<file path="config.mk">
export PLATFORM = sky130hd
export DESIGN_NAME = fevt_eval
export DESIGN_NICKNAME = d
export VERILOG_FILES = /design/src/hdl/fevt_pkg.sv /design/src/hdl/fevt_eval.sv
export SDC_FILE = /design/constraint.sdc
export NUM_CORES = 1
export LEC_CHECK = 0
export BUFFER_PORTS_ARGS = -buffer_cell sky130_fd_sc_hd__buf_4
export CORE_AREA = 3 3 147 149
export DETAILED_ROUTE_END_ITERATION = 12
export DIE_AREA = 0 0 150 152
export PLACE_DENSITY = 0.65
export SLEW_MARGIN = 25
export SYNTH_ARGS = -nofsm -noshare
export SYNTH_HDL_FRONTEND = slang
export SYNTH_SLANG_ARGS = --single-unit
</file>
<file path="constraint.sdc">
create_clock -name vclk -period 3.1
set_input_delay 0.155 -clock vclk [all_inputs]
set_output_delay 0.155 -clock vclk [all_outputs]
set_load 0.05 [all_outputs]
</file>
<file path="src/hdl/fevt_pkg.sv">
// fevt_pkg: shared constants, types and the severity decode of the fault event table
// no dependencies; imported by fevt_eval, fevt_store, the top level and the bench
package fevt_pkg;

   localparam int ENTRIES = 32;
   localparam int IDX_W   = (ENTRIES > 1) ? $clog2(ENTRIES) : 1;
   localparam int KEY_W   = 64;
   localparam int TIME_W  = 32;
   localparam int CNT_W   = 32;
   localparam int SEV_W   = 3;
   localparam int SLOT_W  = 5;
   localparam int TOT_W   = 6;

   typedef logic [IDX_W-1:0]  idx_type;
   typedef logic [KEY_W-1:0]  key_type;
   typedef logic [TIME_W-1:0] time_type;
   typedef logic [CNT_W-1:0]  cnt_type;
   typedef logic [SEV_W-1:0]  sev_type;

   localparam sev_type SEV_NONE    = 3'd0;
   localparam sev_type SEV_INFO    = 3'd1;
   localparam sev_type SEV_WARNING = 3'd2;
   localparam sev_type SEV_ERROR   = 3'd3;
   localparam sev_type SEV_FATAL   = 3'd4;

   localparam logic MODE_REPORT = 1'b0;
   localparam logic MODE_TICK   = 1'b1;

   localparam time_type TTL_DEFAULT = 32'd20000;

   // read request into the table
   typedef struct packed {
      logic    en;
      idx_type idx;
   } rd_req_type;

   // entry write from a report
   typedef struct packed {
      logic     en;
      idx_type  idx;
      key_type  key;
      time_type seen;
      cnt_type  count;
      logic     sev_en;
      sev_type  sev;
   } wr_req_type;

   // active bit clear from a tick
   typedef struct packed {
      logic    en;
      idx_type idx;
   } clr_req_type;

   // registered read data of one entry
   typedef struct packed {
      logic     vld;
      idx_type  idx;
      key_type  key;
      time_type seen;
      cnt_type  count;
      logic     active;
   } rd_data_type;

   typedef struct packed {
      key_type  key;
      key_type  req_key;
      time_type seen;
      time_type now;
      logic     active;
      time_type ttl;
      logic     inact_found;
      time_type inact_age;
      logic     all_found;
      time_type all_age;
   } eval_in_type;

   typedef struct packed {
      logic     key_match;
      logic     key_zero;
      time_type age;
      logic     take_inact;
      logic     take_all;
      logic     expire;
   } eval_out_type;

   function automatic sev_type sev_of(input logic [31:0] code);
      case (code[31:16])
         16'd1:   return SEV_FATAL;
         16'd2:   return SEV_ERROR;
         16'd3:   return SEV_WARNING;
         16'd4:   return SEV_INFO;
         default: return SEV_NONE;
      endcase
   endfunction

endpackage

</file>
<file path="src/hdl/fevt_eval.sv">
// fevt_eval: shared compare unit, applied to one table entry per cycle
// depends on fevt_pkg
module fevt_eval (
   input  fevt_pkg::eval_in_type  ev_in,
   output fevt_pkg::eval_out_type ev_out
);
   import fevt_pkg::*;

   time_type age;

   assign age = ev_in.now - ev_in.seen;

   always_comb begin
      ev_out.age        = age;
      ev_out.key_match  = (ev_in.key == ev_in.req_key);
      ev_out.key_zero   = (ev_in.key == '0);
      // ties go to the later entry, so >= while scanning upward
      ev_out.take_inact = !ev_in.active && (!ev_in.inact_found || (age >= ev_in.inact_age));
      ev_out.take_all   = !ev_in.all_found || (age >= ev_in.all_age);
      ev_out.expire     = !ev_out.key_zero && ev_in.active && (age > ev_in.ttl);
   end

endmodule

</file>
==> qor.yml, run 1 <==
critical_path:
  required_ps: 2940
  critical_path_class: "in2out"
  crit_path_start_kind: "input port"
  cp-end-kind: "output pin"
  worstPathMaxFanout: 5
  cp.arrival_ps: 3620
worst_hold_path:
  min_path_cells: 3
  hold_path_startpoint: "ev_in[98]"
  worst_hold_path.endpoint: "ev_out[2]"
  hold_class: "in2out"
yosys:
  synth.yosys.warnings: 0
  synth_simple_gate_area_share_pct: 18.0
  syn_inst: 690
  synth_top_family_by_area: "adder cells"
  yosysUniqueCellTypes: 62
  synth-compound-area-share_pct: 23.2
  synth-xor-area-share_pct: 16.5
  syn_nets: 1109
  synth.area.mux_share_pct: 0
  synth_adder_area_share_pct: 31.8
  syn_area_sq_um: 5050
  ys_seq_area_share_pct: 0
  avgSynthCellArea_sq_um: 7.33
run:
  drv_cap: 0
global_routing:
  grt_pass1_vias: 6941
  grt_usage_pct: 18.6
  grt_max_degree: 7
  grt-ovfl-total: 0
  antenna_found_initial: 1
  grt_pass1_wl_microns: 33800
floorplan:
  initial_core_util_pct: 24.9
  dieArea_sq_um: 22800
  core-area_sq_um: 20300
  die_x_microns: 150
  ios: 328
  rows: 52
  die_h_microns: 152
layout:
  area_growth_pct: 85.5
  layout_common_cells: "453 x buf_4, 129 x inv_1, 117 x ha_1"
  register_area_sq_um: 0
  drive_gt1_share_pct: 47.0
  stdcell_count: 1412
  post-route-util_pct: 46.2
  nets: 1562
  seq_cell_count: 0
  nClkBuffers: 0
  fillers: 2027
  layout_commonest_cell: "buf_4"
timing:
  fin_tns_setup_ps: -1840
  period_share_pct: 122
  rsz0062_at_grt: "yes"
  relSlewSlack_pct: 57.6
  finalSetupViolations: 3
  finalWorstPathRequiredPeriod_ps: 3780
  slew_violations: 0
  holdWs_ps: 657
  fmax_mhz: 265
  postLayoutSetupSlackWorst_ps: -677
  timing_hold_violations_final: 0
  worst_pin_slew_ps: 630
clocking:
  postCtsHoldBufs: 0
placement:
  globalplace.congestion: 0.888
  dpl.hpwl_microns: 21400
  dp.cells: 1406
  portBuffers: 328
drt:
  drt_iter0_drc: 178
  first_pass_iters: 4
  vias: 6685
  drt_wl_total_microns: 23400
  viasPerCell: 4.73
  ant_nets: 0
  wl_per_cell_microns: 16.6
  drc: 0
pwr:
  power_density_nw_per_um2: 288
  p_leak_nw: 5.19
  power_mw: 2.70
  ir_worst_vdd_uv: 182
status:
  outcome: "finished with violations"
  violations: "negative setup slack"
## what timing repair did
| item | 4_1_cts | 5_1_grt |
|---|---|---|
| resized for setup | 13 | 27 |
| pin swaps | 18 | 13 |
| setup buffers | 3 | 2 |
| endpoints found under the setup margin | 3 | 3 |
## metal layers
layer,vias up,wire length [microns],global-route usage (%)
met3,58,1480,2.29
met5,-,0,0
li1,3348,-,-
met4,0,1160,7.93
met2,239,12700,38.3
met1,3040,8060,17.9
## logic make-up (layout without fill, tap and decap cells)
logic type,Yosys count,in the layout
AO/OA/AOI/OAI,166,166
AND/OR/NAND/NOR,163,163
buffers and inverters,138,589
adder cells (fa/ha/maj),128,128
XOR/XNOR,95,95
other,0,1
## worst max-delay path, cell delays in order
cell and delay, ps:
buf_12 110, inv_12 40, ha_4 120, inv_2 30
fa_2 350, nand3_2 90, nand2_4 70, a31oi_4 240
o211ai_4 120, a221oi_4 390, o31ai_4 140, xor2_4 210
ha_1 300, nand4_1 110, nor2_2 120, nand2_1 80
or4_1 470, o211ai_1 230, buf_4 240
## report_power, final
group          leakage [nW]  internal (mW)    total [mW]  switching, mW
registers                 0              0             0              0
clock network    0.00000634   0.0000000432  0.0000000432              0
logic                  5.19           1.26          2.70           1.44
total                  5.19           1.26          2.70           1.44
## how the worst max path moves through the flow
stage	from	end	depth (start not counted)	slack, ps
finish	ev_in[99]	ev_out[1]	19	-680
global route	ev_in[99]	ev_out[1]	19	-840
CTS	ev_in[99]	ev_out[1]	19	-760
detailed placement	ev_in[99]	ev_out[0]	19	-840
global placement	ev_in[99]	ev_out[0]	19	-810
floorplan	ev_in[99]	ev_out[1]	17	-1000
## Yosys cell counts (all sizes together) (2+ instances only)
library cell  instances  area (sq um)
ha                  127          1590
nand2b                7          43.8
buf                   4          25.0
o21ai                31           166
o21a                  5          37.5
a221oi                3          32.5
nor3                  6          40.0
a31oi                 8          65.1
a2111oi               2          36.3
xor2                 77           674
nand3                14          70.1
or3                   3          23.8
nor2                 20          77.6
a31o                  2          26.3
a22oi                 2          28.8
and2                  3          20.0
nor4                 36           225
and4                  2          17.5
or4                   3          22.5
nand2                29           111
a21oi                52           275
o211ai                4          35.0
inv                 133           499
xnor2                18           158
a211oi                3          27.5
o21bai                3          22.5
a21o                 40           302
and3                  2          13.8
o31ai                 3          22.5
nor2b                 8          50.1
nand4                27           169
## cell type report
type / count / area (sq um) / area share [%]
inverter: 133 / 512 / 5.46
antenna: 1 / 2.50 / 0.0267
multi-input combinational: 552 / 5080 / 54.2
timing repair buffer: 456 / 3450 / 36.8
tap: 270 / 338 / 3.60
## metrics by stage
step | instance area [sq um] | setup slack [ps]
floorplan | 5440 | -1000
global placement | 9120 | -813
detailed placement | 9120 | -844
CTS | 9220 | -755
global route | 9380 | -835
finish | 9380 | -677
Note: power is estimated with default switching activity, not from simulation.
==> run 2: changes to the inputs <==
--- a/config.mk
+++ b/config.mk
@@ -5,10 +5,12 @@
 export SDC_FILE = /design/constraint.sdc
 export NUM_CORES = 1
 export LEC_CHECK = 0
+export ABC_CLOCK_PERIOD_IN_PS = 3100
 export BUFFER_PORTS_ARGS = -buffer_cell sky130_fd_sc_hd__buf_4
-export CORE_AREA = 3 3 147 149
+export CORE_AREA = 3 3 121 181
 export DETAILED_ROUTE_END_ITERATION = 12
-export DIE_AREA = 0 0 150 152
+export DIE_AREA = 0 0 124 184
+export GPL_TIMING_DRIVEN = 0
 export PLACE_DENSITY = 0.65
 export SLEW_MARGIN = 25
 export SYNTH_ARGS = -nofsm -noshare
==> run 2 against run 1 <==
Against the previous run:
- the flow still finishes with violations (negative setup slack)
- first-iteration DRC count increased by 54%
- setup slack got worse by 170 ps
- power decreased by 2.2%
- cell count decreased by 5.9%
- fmax decreased by 4.2%
- critical path depth increased by 1
- die area about the same
- non-clock buffer count decreased by 76
- global-route usage decreased by 0.85 points
- critical path type unchanged
- highest routed layer unchanged
==> qor.yml, run 2 (same netlist as run 1, synthesis figures left out) <==
floorplan:
  rows: 64
  initial_core_util_pct: 24.7
  die_h_microns: 184
  dieArea_sq_um: 22800
  core-area_sq_um: 20500
  ios: 328
  die_x_microns: 124
global_routing:
  grt_usage_pct: 17.8
  grt_pass1_vias: 6231
  grt-ovfl-total: 0
  antenna_found_initial: 0
  grt_pass1_wl_microns: 31900
  grt_max_degree: 9
timing:
  period_share_pct: 127
  slew_violations: 0
  postLayoutSetupSlackWorst_ps: -842
  rsz0062_at_grt: "yes"
  finalSetupViolations: 3
  timing_hold_violations_final: 0
  holdWs_ps: 665
  relSlewSlack_pct: 52.3
  finalWorstPathRequiredPeriod_ps: 3940
  fmax_mhz: 254
  fin_tns_setup_ps: -2230
  worst_pin_slew_ps: 709
drt:
  wl_met3_microns: 1760
  drc: 0
  top_layer_used: "met4"
  drt_wl_total_microns: 23400
  ant_nets: 0
  vias: 6418
  wl_met2_microns: 12200
  wl_per_cell_microns: 17.6
  wl_met1_microns: 9210
  drt_iter0_drc: 274
  viasPerCell: 4.83
  first_pass_iters: 5
layout:
  drive_gt1_share_pct: 47.6
  seq_cell_count: 0
  stdcell_count: 1329
  num_antenna_cells: 0
  layout_common_cells: "360 x buf_4, 122 x inv_1, 95 x ha_1"
  area_growth_pct: 83.9
  fillers: 2074
  multi_input_area_sq_um: 5500
  register_area_sq_um: 0
  layout_commonest_cell: "buf_4"
  post-route-util_pct: 45.4
  nClkBuffers: 0
  nets: 1486
worst_hold_path:
  hold_path_startpoint: "ev_in[98]"
  hold_class: "in2out"
critical_path:
  critPathBufInv: 5
  cp-endpoint: "ev_out[1]"
  critical_path_class: "in2out"
  crit_slowest_cell: "or4_4"
  cp.arrival_ps: 3790
  cp-end-kind: "output pin"
  worst-path-stages: 20
  path_common_cell: "ha_4"
  cp_slowest_stage_delay_ps: 500
  crit_family: "simple AND/OR/NAND/NOR gates"
  crit_path_start_kind: "input port"
  path_cells: "buf_8 -> inv_12 -> ha_4 -> inv_2 -> fa_2 -> nand3_2 -> nand2_4 -> a31oi_4 -> o211ai_4 -> a221oi_4 -> buf_6 -> o31ai_4 -> xor2_4 -> ha_4 -> nand4_1 -> nor2_2 -> nand2_2 -> or4_4 -> o211ai_1 -> buf_4"
  required_ps: 2940
  worstPathMaxFanout: 4
  crit_start: "ev_in[99]"
pwr:
  power_density_nw_per_um2: 284
  ir_worst_vdd_uv: 350
  power_mw: 2.64
  p_leak_nw: 4.87
placement:
  globalplace.congestion: 0.900
  dp.cells: 1282
  portBuffers: 328
  dpl.hpwl_microns: 20400
run:
  drv_cap: 0
status:
  outcome: "finished with violations"
  violations: "negative setup slack"
-- run 2: cell count changes in the layout (fill, tap and decap cells not counted), sizes merged --
| cell | change |
|---|---|
| buf | -76 |
| diode | -1 |
-- run 2: metrics by stage --
| stage | worst slack (ps) | instance area, sq um |
|---|---|---|
| 2_1_floorplan | -1000 | 5440 |
| 6_report | -842 | 9300 |
| 4_1_cts | -804 | 8490 |
| 3_5_place_dp | -1100 | 8240 |
| 5_1_grt | -924 | 9300 |
| 3_3_place_gp | -1060 | 8240 |
-- run 2: metal layers --
metal	vias up	track usage, %
met5	-	0
met4	0	2.50
met3	22	2.28
met2	265	32.7
met1	2930	22.3
li1	3201	-
-- run 2: worst min-delay path by stage --
| stage | slack (ps) | to | cells past startpoint |
|---|---|---|---|
| 3_5_place_dp | 730 | ev_out[2] | 3 |
| 3_3_place_gp | 740 | ev_out[2] | 3 |
| 6_report | 670 | ev_out[2] | 3 |
| 2_1_floorplan | 500 | ev_out[2] | 1 |
| 4_1_cts | 690 | ev_out[2] | 3 |
| 5_1_grt | 680 | ev_out[2] | 3 |
-- run 2: area by class of cell --
cell class / instances / area share, %
Inverter: 133 / 5.58
Buffer: 4 / 0.444
Timing Repair Buffer: 376 / 31.3
Multi-Input combinational cell: 552 / 59.2
Tap cell: 264 / 3.55
-- run 2: where the power goes --
group	switching, mW	internal (mW)
logic	1.46	1.17
registers	0	0
clock network	0	0
-- run 2: timing repair --
item | 4_1_cts | 5_1_grt
pin swaps | 25 | 54
hold buffers | 0 | 0
buffers inserted | 10 | 39
endpoints found under the setup margin | 3 | 3
gates cloned | 0 | 0
gates resized for setup | 41 | 93
